===== src/sv/pedal_torque_interpolator_macros.svh =====
// Assertion macros shared by the pedal torque interpolator modules.
// Depends on nothing; included by the files that carry assertions.
`ifndef PEDAL_TORQUE_INTERPOLATOR_MACROS_SVH
`define PEDAL_TORQUE_INTERPOLATOR_MACROS_SVH

// The consequent must hold in the same cycle as the antecedent.
`define PTI_ASSERT_IMPLY(lbl, clk, rst_n, ante, cons) \
	lbl: assert property (@(posedge clk) disable iff (!rst_n) (ante) |-> (cons)) \
		else $error("pedal_torque_interpolator: implication failed");

// The consequent must hold in the cycle after the antecedent.
`define PTI_ASSERT_NEXT(lbl, clk, rst_n, ante, cons) \
	lbl: assert property (@(posedge clk) disable iff (!rst_n) (ante) |=> (cons)) \
		else $error("pedal_torque_interpolator: next-cycle check failed");

`endif


===== src/sv/pti_pkg.sv =====
// Shared types and constants of the pedal torque interpolator.
// Depends on nothing; used by every module of the block.
package pti_pkg;

	localparam int PEDAL_W        = 10;
	localparam int KOUT_W         = 15;
	localparam int TORQUE_W       = 16;
	localparam int KNOT_SLOTS     = 6;
	localparam int KNOTS_PER_WORD = 3;
	localparam int KIN_REG_W      = PEDAL_W * KNOT_SLOTS;
	localparam int KOUT_REG_W     = KOUT_W * KNOTS_PER_WORD;
	localparam int COUNT_W        = 3;
	localparam int QUO_W          = 15;
	localparam int PROD_W         = PEDAL_W + QUO_W;
	localparam int CFG_IDX_W      = 3;
	localparam int CFG_DATA_W     = KIN_REG_W;
	localparam int LATENCY        = QUO_W + 3;

	localparam logic [CFG_IDX_W-1:0] REG_KNOT_INPUTS      = 3'd0;
	localparam logic [CFG_IDX_W-1:0] REG_KNOT_OUTPUTS_LOW  = 3'd1;
	localparam logic [CFG_IDX_W-1:0] REG_KNOT_OUTPUTS_HIGH = 3'd2;
	localparam logic [CFG_IDX_W-1:0] REG_KNOT_COUNT       = 3'd3;
	localparam logic [CFG_IDX_W-1:0] REG_FLIP_DIRECTION   = 3'd4;

	localparam logic [KIN_REG_W-1:0]  KIN_RESET      = 60'h000_0000_3FF0_0000;
	localparam logic [KOUT_REG_W-1:0] KOUT_LOW_RESET = 45'h0000_3FFF_8000;
	localparam logic [COUNT_W-1:0]    COUNT_RESET    = 3'd2;

	typedef struct packed {
		logic [KIN_REG_W-1:0]  knot_inputs;
		logic [KOUT_REG_W-1:0] knot_outputs_low;
		logic [KOUT_REG_W-1:0] knot_outputs_high;
		logic [COUNT_W-1:0]    knot_count;
	} map_t;

	typedef struct packed {
		logic              valid;
		logic [PEDAL_W-1:0] rem;
		logic [QUO_W-1:0]   dvd;
		logic [QUO_W-1:0]   quo;
		logic [PEDAL_W-1:0] dvs;
		logic [KOUT_W-1:0]  base;
		logic              neg;
	} work_t;

endpackage


===== src/sv/pti_select.sv =====
// Segment selection and product stage of the pedal torque interpolator.
// Depends on pti_pkg and the assertion macro header.
`include "pedal_torque_interpolator_macros.svh"

module pti_select #(
	parameter int MAX_KNOTS = 6
) (
	input  logic                        clk,
	input  logic                        arst_n,
	input  logic                        accept,
	input  logic [pti_pkg::PEDAL_W-1:0] pedal,
	input  pti_pkg::map_t               map,
	output pti_pkg::work_t              work
);
	import pti_pkg::*;

	localparam int IDX_W = $clog2(MAX_KNOTS);

	logic [PEDAL_W-1:0]  kin  [MAX_KNOTS];
	logic [KOUT_W-1:0]   kout [MAX_KNOTS];
	logic [COUNT_W-1:0]  n_use;
	logic [IDX_W-1:0]    last_idx;
	logic [IDX_W-1:0]    seg;
	logic [IDX_W-1:0]    seg_lo;
	logic [PEDAL_W-1:0]  delta_d;
	logic [TORQUE_W-1:0] dout_d;
	logic [PEDAL_W-1:0]  din_d;
	logic [KOUT_W-1:0]   base_d;

	logic                valid_s1;
	logic [PEDAL_W-1:0]  delta_s1;
	logic [TORQUE_W-1:0] dout_s1;
	logic [PEDAL_W-1:0]  din_s1;
	logic [KOUT_W-1:0]   base_s1;

	logic [TORQUE_W-1:0] mag;
	logic [PROD_W-1:0]   prod;
	work_t               work_s2;

	for (genvar k = 0; k < MAX_KNOTS; k++) begin : g_knot
		assign kin[k] = map.knot_inputs[PEDAL_W*k +: PEDAL_W];
		if (k < KNOTS_PER_WORD) begin : g_low
			assign kout[k] = map.knot_outputs_low[KOUT_W*k +: KOUT_W];
		end else begin : g_high
			assign kout[k] = map.knot_outputs_high[KOUT_W*(k-KNOTS_PER_WORD) +: KOUT_W];
		end
	end

	always_comb begin
		if (map.knot_count < 3'd2) begin
			n_use = 3'd2;
		end else if (map.knot_count > COUNT_W'(MAX_KNOTS)) begin
			n_use = COUNT_W'(MAX_KNOTS);
		end else begin
			n_use = map.knot_count;
		end
	end

	assign last_idx = IDX_W'(n_use - 3'd1);

	// The lowest knot at or above the sample closes the segment.
	always_comb begin
		seg = IDX_W'(1);
		for (int i = MAX_KNOTS - 1; i >= 1; i--) begin
			if ((COUNT_W'(i) < n_use) && (pedal <= kin[i])) begin
				seg = IDX_W'(i);
			end
		end
	end

	assign seg_lo = seg - IDX_W'(1);

	always_comb begin
		delta_d = '0;
		dout_d  = '0;
		din_d   = PEDAL_W'(1);
		base_d  = '0;
		if (pedal <= kin[0]) begin
			base_d = '0;
		end else if (pedal >= kin[last_idx]) begin
			base_d = kout[last_idx];
		end else begin
			delta_d = pedal - kin[seg_lo];
			dout_d  = {1'b0, kout[seg]} - {1'b0, kout[seg_lo]};
			din_d   = kin[seg] - kin[seg_lo];
			base_d  = kout[seg_lo];
		end
	end

	always_ff @(posedge clk or negedge arst_n) begin
		if (!arst_n) begin
			valid_s1 <= 1'b0;
		end else begin
			valid_s1 <= accept;
		end
	end

	always_ff @(posedge clk) begin
		delta_s1 <= delta_d;
		dout_s1  <= dout_d;
		din_s1   <= din_d;
		base_s1  <= base_d;
	end

	assign mag  = dout_s1[TORQUE_W-1] ? TORQUE_W'(-dout_s1) : dout_s1;
	assign prod = PROD_W'(delta_s1) * PROD_W'(mag[QUO_W-1:0]);

	always_ff @(posedge clk or negedge arst_n) begin
		if (!arst_n) begin
			work_s2.valid <= 1'b0;
		end else begin
			work_s2.valid <= valid_s1;
			work_s2.rem   <= prod[PROD_W-1:QUO_W];
			work_s2.dvd   <= prod[QUO_W-1:0];
			work_s2.quo   <= '0;
			work_s2.dvs   <= din_s1;
			work_s2.base  <= base_s1;
			work_s2.neg   <= dout_s1[TORQUE_W-1];
		end
	end

	assign work = work_s2;

	`PTI_ASSERT_IMPLY(a_divisor_nonzero, clk, arst_n, valid_s1, din_s1 != '0)
	`PTI_ASSERT_IMPLY(a_quotient_fits, clk, arst_n, work_s2.valid, work_s2.rem < work_s2.dvs)

endmodule


===== src/sv/pti_div_cell.sv =====
// One restoring division cell: brings down one dividend bit, yields one quotient bit.
// Depends on pti_pkg and the assertion macro header.
`include "pedal_torque_interpolator_macros.svh"

module pti_div_cell (
	input  logic           clk,
	input  logic           arst_n,
	input  pti_pkg::work_t work_in,
	output pti_pkg::work_t work_out
);
	import pti_pkg::*;

	logic [PEDAL_W:0] trial;
	logic [PEDAL_W:0] diff;
	logic             fits;
	work_t            step_q;

	assign trial = {work_in.rem, work_in.dvd[QUO_W-1]};
	assign diff  = trial - {1'b0, work_in.dvs};
	assign fits  = trial >= {1'b0, work_in.dvs};

	always_ff @(posedge clk or negedge arst_n) begin
		if (!arst_n) begin
			step_q.valid <= 1'b0;
		end else begin
			step_q.valid <= work_in.valid;
			step_q.rem   <= fits ? diff[PEDAL_W-1:0] : trial[PEDAL_W-1:0];
			step_q.dvd   <= {work_in.dvd[QUO_W-2:0], 1'b0};
			step_q.quo   <= {work_in.quo[QUO_W-2:0], fits};
			step_q.dvs   <= work_in.dvs;
			step_q.base  <= work_in.base;
			step_q.neg   <= work_in.neg;
		end
	end

	assign work_out = step_q;

	`PTI_ASSERT_NEXT(a_valid_moves, clk, arst_n, work_in.valid, step_q.valid)
	`PTI_ASSERT_IMPLY(a_rem_below_dvs, clk, arst_n, step_q.valid, step_q.rem < step_q.dvs)

endmodule


===== src/sv/pedal_torque_interpolator.sv =====
// Pedal torque interpolator: configuration registers, division chain and result stage.
// Depends on pti_pkg, pti_select, pti_div_cell and the assertion macro header.
//
// Each pedal sample requested with start yields exactly one torque command on
// torque_command, marked by a one-cycle done strobe. busy is always low, so a new
// sample may be requested in every cycle. Each request passes through the segment
// selection stage, the multiply stage, the chain of 15 division cells, one
// quotient bit each, and the result register, in that order.
// Results cannot be held off by the receiver. cfg_ready is always high; write the
// map only when no sample is in flight.
`include "pedal_torque_interpolator_macros.svh"

module pedal_torque_interpolator #(
	parameter int MAX_KNOTS = 6
) (
	input  logic                                clk,
	input  logic                                arst_n,
	input  logic                                start,
	output logic                                busy,
	input  logic [pti_pkg::PEDAL_W-1:0]         pedal_position,
	output logic                                done,
	output logic signed [pti_pkg::TORQUE_W-1:0] torque_command,
	input  logic                                cfg_valid,
	output logic                                cfg_ready,
	input  logic [pti_pkg::CFG_IDX_W-1:0]       cfg_index,
	input  logic [pti_pkg::CFG_DATA_W-1:0]      cfg_data
);
	import pti_pkg::*;

	logic [KIN_REG_W-1:0]  knot_inputs_q;
	logic [KOUT_REG_W-1:0] knot_outputs_low_q;
	logic [KOUT_REG_W-1:0] knot_outputs_high_q;
	logic [COUNT_W-1:0]    knot_count_q;
	logic                  flip_q;
	map_t                  map;
	logic                  accept;
	work_t                 chain [QUO_W+1];
	work_t                 last;
	logic [TORQUE_W-1:0]   quo_ext;
	logic [TORQUE_W-1:0]   offs;
	logic [TORQUE_W-1:0]   sum;
	logic                  done_q;
	logic [TORQUE_W-1:0]   torque_q;

	assign busy      = 1'b0;
	assign cfg_ready = 1'b1;
	assign accept    = start && !busy;

	always_ff @(posedge clk or negedge arst_n) begin
		if (!arst_n) begin
			knot_inputs_q       <= KIN_RESET;
			knot_outputs_low_q  <= KOUT_LOW_RESET;
			knot_outputs_high_q <= '0;
			knot_count_q        <= COUNT_RESET;
			flip_q              <= 1'b0;
		end else if (cfg_valid && cfg_ready) begin
			case (cfg_index)
				REG_KNOT_INPUTS: begin
					knot_inputs_q <= cfg_data[KIN_REG_W-1:0];
				end
				REG_KNOT_OUTPUTS_LOW: begin
					knot_outputs_low_q <= cfg_data[KOUT_REG_W-1:0];
				end
				REG_KNOT_OUTPUTS_HIGH: begin
					knot_outputs_high_q <= cfg_data[KOUT_REG_W-1:0];
				end
				REG_KNOT_COUNT: begin
					knot_count_q <= cfg_data[COUNT_W-1:0];
				end
				REG_FLIP_DIRECTION: begin
					flip_q <= cfg_data[0];
				end
				default: begin
				end
			endcase
		end
	end

	assign map.knot_inputs       = knot_inputs_q;
	assign map.knot_outputs_low  = knot_outputs_low_q;
	assign map.knot_outputs_high = knot_outputs_high_q;
	assign map.knot_count        = knot_count_q;

	pti_select #(
		.MAX_KNOTS(MAX_KNOTS)
	) u_select (
		.clk   (clk),
		.arst_n(arst_n),
		.accept(accept),
		.pedal (pedal_position),
		.map   (map),
		.work  (chain[0])
	);

	for (genvar c = 0; c < QUO_W; c++) begin : g_div
		pti_div_cell u_cell (
			.clk     (clk),
			.arst_n  (arst_n),
			.work_in (chain[c]),
			.work_out(chain[c+1])
		);
	end

	assign last    = chain[QUO_W];
	assign quo_ext = {1'b0, last.quo};
	assign offs    = last.neg ? TORQUE_W'(-quo_ext) : quo_ext;
	assign sum     = {1'b0, last.base} + offs;

	always_ff @(posedge clk or negedge arst_n) begin
		if (!arst_n) begin
			done_q <= 1'b0;
		end else begin
			done_q <= last.valid;
		end
	end

	always_ff @(posedge clk) begin
		torque_q <= flip_q ? TORQUE_W'(-sum) : sum;
	end

	assign done           = done_q;
	assign torque_command = torque_q;

	`PTI_ASSERT_IMPLY(a_done_follows_request, clk, arst_n, done, $past(accept, LATENCY))

endmodule

===== config.mk =====
export PLATFORM = sky130hd
export DESIGN_NAME = pedal_torque_interpolator
export DESIGN_NICKNAME = d
export VERILOG_FILES = /design/src/sv/pti_pkg.sv /design/src/sv/pti_select.sv /design/src/sv/pti_div_cell.sv /design/src/sv/pedal_torque_interpolator.sv
export VERILOG_INCLUDE_DIRS = /design/src /design/src/sv
export SDC_FILE = /design/constraint.sdc
export NUM_CORES = 2
export LEC_CHECK = 0
export ABC_CLOCK_PERIOD_IN_PS = 10850
export BUFFER_PORTS_ARGS = -buffer_cell sky130_fd_sc_hd__buf_2
export CORE_ASPECT_RATIO = 0.75
export CORE_MARGIN = 4
export CORE_UTILIZATION = 39
export CTS_CLUSTER_SIZE = 30
export DETAILED_ROUTE_END_ITERATION = 10
export HOLD_SLACK_MARGIN = 0.06
export PLACE_DENSITY_LB_ADDON = 0.12
export SYNTH_ARGS = -nofsm -noshare
export SYNTH_HDL_FRONTEND = slang
export SYNTH_HIERARCHICAL = 1
export SYNTH_SLANG_ARGS = --single-unit

===== constraint.sdc =====
create_clock -name clk -period 10.85 [get_ports clk]
set_input_delay 2.17 -clock clk [delete_from_list [all_inputs] [get_ports clk]]
set_output_delay 2.17 -clock clk [all_outputs]
set_load 0.005 [all_outputs]

Yosys cells after proc, flatten, opt, wreduce, memory -nomap -nowiden. Cells that the tools add are included.

$add $sub $neg: 23. Multipliers: 1. Order comparisons: 32. Eq/ne operators: 4. Multiplexer cells: 43. Bitwise logic cells: 3. Reduce and logical (&&, ||, !) cells: 12.

Operators by type and width (count): 10-bit 2-to-1 mux (20); 11-bit by 10-bit greater-or-equal comparator with 1-bit output (15); 10-bit subtractor (16); 15-bit binary-select mux with 3-bit select (3); 15-bit 2-to-1 mux (8); 10-bit binary-select mux with 3-bit select (3); 10-bit <= comparator (6); 16-bit 2-to-1 mux (2); 10-bit by 15-bit multiplier with 25-bit output (1); 3-bit 2-to-1 mux (7); 15-bit by 16-bit adder with 16-bit output (1); 15-bit negator with 16-bit output (1); 16-bit negator (1); 15-bit by 15-bit subtractor with 16-bit output (1); 15-bit negator (1); 4-bit greater-or-equal comparator (second input constant) (3); 3-bit NOT with 4-bit output (3); 10-bit greater-or-equal comparator (1); 2-bit AND reduction (5); 3-bit by 2-bit == test with 1-bit output (second input constant) (2); 2-bit by 3-bit < comparator with 1-bit output (first input constant) (2); 3-bit < comparator (first input constant) (2); 3-bit by 1-bit subtractor with 3-bit output (second input constant) (2); 1-bit logical AND (5); 7 further kinds (7).

Register bits: 1035. Output and inout port bits: 19. Word-level logic and storage cells: 238.

Depth between registers and ports, before layout.
Word-level depth: 16. Depth in mapped cells: 31.

Cells and area by module. The synthesis kept the hierarchy.

Modules (own cells, without submodules): pti_div_cell (times used 15, cells each 143, area an instance 2611.3 sq um); pti_select (times used 1, cells each 1822, area an instance 15209.6 sq um); pedal_torque_interpolator (times used 1, cells each 547, area an instance 7522.2 sq um).

Least setup slack after synthesis. OpenSTA, ideal clock, no wires.

Path kind: in2reg. Start point: input pedal_position[5] (netlist name). End point: register u_select.dout_s1[13]. Arrival time: 7607 ps. Setup slack: 3112 ps. Stages on the path: 28. Path buffers: 3. Cells stage by stage: ha_1 -> a21oi_1 -> o21ai_0 -> a2111oi_4 -> a211oi_4 -> o21ai_4 -> inv_2 -> buf_1 -> ha_1 -> inv_1 -> nand3_1 -> nor4_1 -> or2_1 -> buf_4 -> buf_4 -> mux2i_1 -> nand2_1 -> a31oi_1 -> ha_1 -> nor2b_1 -> o21ai_0 -> a21oi_1 -> o21ai_0 -> a21oi_1 -> a211o_1 -> o41a_1 -> a311oi_1 -> nor3_1.

Word-level cells in the longest chain between the ends: 13. Elaborated cells between the ends (all ways): 28.

RTL lines: from (decl) (line pedal_torque_interpolator.sv:20) `input logic [pti_pkg::PEDAL_W-1:0] pedal_position,`; 10-bit <= comparator (line pti_select.sv:65) `if ((COUNT_W'(i) < n_use) && (pedal <= kin[i])) begin`; 1-bit logical AND (line pti_select.sv:65); 3-bit 2-to-1 mux (5 in a row) (line pti_select.sv:65); 3-bit by 1-bit subtractor with 3-bit output (line pti_select.sv:71) `assign seg_lo = seg - IDX_W'(1);`; 3-bit NOT with 4-bit output (not written as such) (line pti_select.sv:84) `dout_d = {1'b0, kout[seg]} - {1'b0, kout[seg_lo]};`; 15-bit binary-select mux with 3-bit select (line pti_select.sv:84); 15-bit 2-to-1 mux (not written as such) (2 in a row) (line pti_select.sv:84); 15-bit by 15-bit subtractor with 16-bit output (line pti_select.sv:84); to (signal assigned) (line pti_select.sv:100) `dout_s1 <= dout_d;`; to (decl) (line pti_select.sv:32) `logic [TORQUE_W-1:0] dout_s1;`.

Parallel ways exist; a longest one is shown, timed or not. The select of a mux whose other input is x is not followed. A chain may end at the register's enable or synchronous reset.

Final worst setup path.
Start point: input pedal_position[0] (netlist name). End point: register u_select.delta_s1[9].

Word-level cells in the longest chain between the ends: 13. Elaborated cells between the ends (all ways): 24.

RTL lines: 10-bit <= comparator (line pti_select.sv:65); 1-bit logical AND (line pti_select.sv:65); 3-bit 2-to-1 mux (5 in a row) (line pti_select.sv:65); 3-bit by 1-bit subtractor with 3-bit output (line pti_select.sv:71); 3-bit NOT with 4-bit output (not written as such) (line pti_select.sv:83) `delta_d = pedal - kin[seg_lo];`; 10-bit binary-select mux with 3-bit select (line pti_select.sv:83); 10-bit 2-to-1 mux (not written as such) (2 in a row) (line pti_select.sv:83); 10-bit subtractor (line pti_select.sv:83); to (signal assigned) (line pti_select.sv:99) `delta_s1 <= delta_d;`; to (decl) (line pti_select.sv:31) `logic [PEDAL_W-1:0] delta_s1;`.

Parallel ways exist; a longest one is shown, timed or not. The select of a mux whose other input is x is not followed.

==> impl_results.md <==
* Remaining antenna violation count at 0
* RD Place Congestion at 0.905
* GRT overflow at 0
* CTS tree: built
* Wirelength, routed at 130000 um
* Max Root-Sink Buffers at 3
* Final setup fails at 0
* FMAX at 122 MHz
* Min Clock Period, post-route at 8180 ps
* Post-CTS sizing at 0
* Setup clock skew after layout at 57.4 ps
* Slew Viols, Final at 0
* Setup ws final at 2670 ps
* Final Cell Area at 60700 um^2
* Final Non-Filler Cells at 6300
* Fill count at 12750
* Status: finished clean
* Vias in the first global route at 32583
* Initial Util at 39.3%
* Post-CTS Setup Inserts at 0
* Fin Hold WS at 343 ps
* Post-route DRC at 0
* CTS root buffer: clkbuf_16
* IR Drop Worst-Case VDD at 0.000125 V
* # IOs at 96
* Post-Synthesis Cell Area at 54400 um^2
* Crit-path max cell delay at 820 ps
* Critical Path Slowest Stage Cell: or2_2
* Wire per inst at 20.6 um
* Reg2Reg Setup Slack at 2930 ps
* Sw Share at 36.7%
* Max-Cap Viols at 0
* Average cell area after synthesis at 12.9 um^2
* CP max FO at 27
* RSZ-0062 raised after global routing: no
* # port buffers at 93
* FF-to-FF Start: u_select/dout_s1[0]
* X dimension of the die at 439 um
* Post-CTS Hold Fix Bufs at 0
* CP arrival at 8750 ps
* Most frequent cells in the layout: edfxtp_1, nand2_1, inv_1
* Die ar. at 146000 um^2
* Synthesis-to-layout area growth at 11.6%
* Clock Latency Late Sink at 750 ps
* Placed cells at 6101
* Worst reg2reg path depth at 25
* CP Capture Type: flop
* Post-Place Setup Slack at 2050 ps
* Final #Nets at 4879
* Worst setup endpoint: u_select/delta_s1[9]
* Commonest non-fill, non-tap cell in the layout: edfxtp_1
* WP buf/inv at 6
* Clk network pwr share at 21.8%
* Setup TNS at 0 ps
* Largest delay contributor family on the critical path: compound AO/OA/AOI/OAI gates
* First-pass GRT wire length at 200000 um
* Initial antenna violation count at 24
* Placed cell area at 57200 um^2
* Pwr dens at 275 nW/um^2
* Final Hold Fails at 0
* Die Y at 331 um
* Setup CP Type: input port to flop
* Seq pwr share at 35.1%
* Crit start category: input port
* Layout cell share with drive strength beyond 1 at 16.7%
* Worst Tran Pin Value at 1250 ps
* CTS Buf Count at 104
* HPWL Detailed at 94500 um
* FF-to-FF End: u_select/work[65]
* YS warnings at 6
* Worst Hold Class: flop to flop
* Period utilization at 75.4%
* Syn nets at 4734
* Relative slew slack at 16.7%
* First DRT Iteration DRCs at 2613
* Tot GR Track Use at 17.8%
* Vias at 32787
* Cell Rows at 118
* # H-tree levels at 3
* Internal at 0.0106 W
* Beginning of the critical path: pedal_position[0]
* Req. time, crit path at 11420 ps
* Clock tree sinks at 1035
* NetSw at 0.00614 W
* Vias per cell at 5.20
* Combinational power share at 43.1%
* Reg clk slew, reported paths at 60 ps
* Mapped Cells at 4202
* Stages on worst setup path at 27
* Core Area at 138000 um^2
* P_leak at 24.5 nW
* Largest net degree at the start of global routing at 171
* DR pass1 iterations at 6
final cells by class:
cell class                 instances  area (um^2)  area share (%)
antenna                            5         12.5          0.0206
tap                             1860         2330            3.84
multi-input combinational       2686        23000            37.8
sequential                      1035        29600            48.8
clock buffer                     135         2780            4.58
timing repair buffer             142          893            1.47
inverter                         378         1460            2.40
clock inverter                    59          673            1.11
power groups by stage:
stage	Sequential, W	Clock [W]	Combinational, W
floorplan	0.00564	0	0.00547
global placement	0.00595	0	0.00713
detailed placement	0.00595	0	0.00716
CTS	0.00588	0.00377	0.00720
global route	0.00594	0.00395	0.00796
finish	0.00586	0.00363	0.00720
registers in the layout (all words and copies together) (netlist names):
register / flops
knot_outputs_low_q: 45
done: 1
u_select/base_s1: 15
u_select/work: 52
u_select/din_s1: 10
u_select/delta_s1: 10
flip_q: 1
knot_inputs_q: 60
torque_command: 16
u_select/valid_s1: 1
knot_outputs_high_q: 45
u_select/dout_s1: 16
g_div.u_cell/work_out: 760
knot_count_q: 3
per-stage QoR:
step                total power (W)  util [%]
floorplan                    0.0111         -
global placement             0.0131      41.4
detailed placement           0.0131      41.4
CTS                          0.0168      43.9
global route                 0.0179      43.9
finish                       0.0167      43.9
how the worst min path moves through the flow:
stage                                        startpoint                       endpoint  slack [ps]  cells after the start
after floorplan           g_div[14].u_cell/work_out[66]                           done         330                      0
after global placement     g_div[9].u_cell/work_out[66]  g_div[10].u_cell/work_out[66]         330                      0
after detailed placement  g_div[10].u_cell/work_out[66]  g_div[11].u_cell/work_out[66]         330                      0
after CTS                  g_div[3].u_cell/work_out[66]   g_div[4].u_cell/work_out[66]         350                      0
after global routing                  u_select/valid_s1              u_select/work[66]         350                      0
final                      g_div[3].u_cell/work_out[66]   g_div[4].u_cell/work_out[66]         340                      0
routing by layer:
metal	global-route usage, %	wire length (um)	vias to the layer above
li1	-	-	15611
met1	27.5	65000	16136
met2	24.9	53100	839
met3	4.14	8370	193
met4	4.79	3320	8
met5	0	46	-
Note: power is estimated with default switching activity, not from simulation.
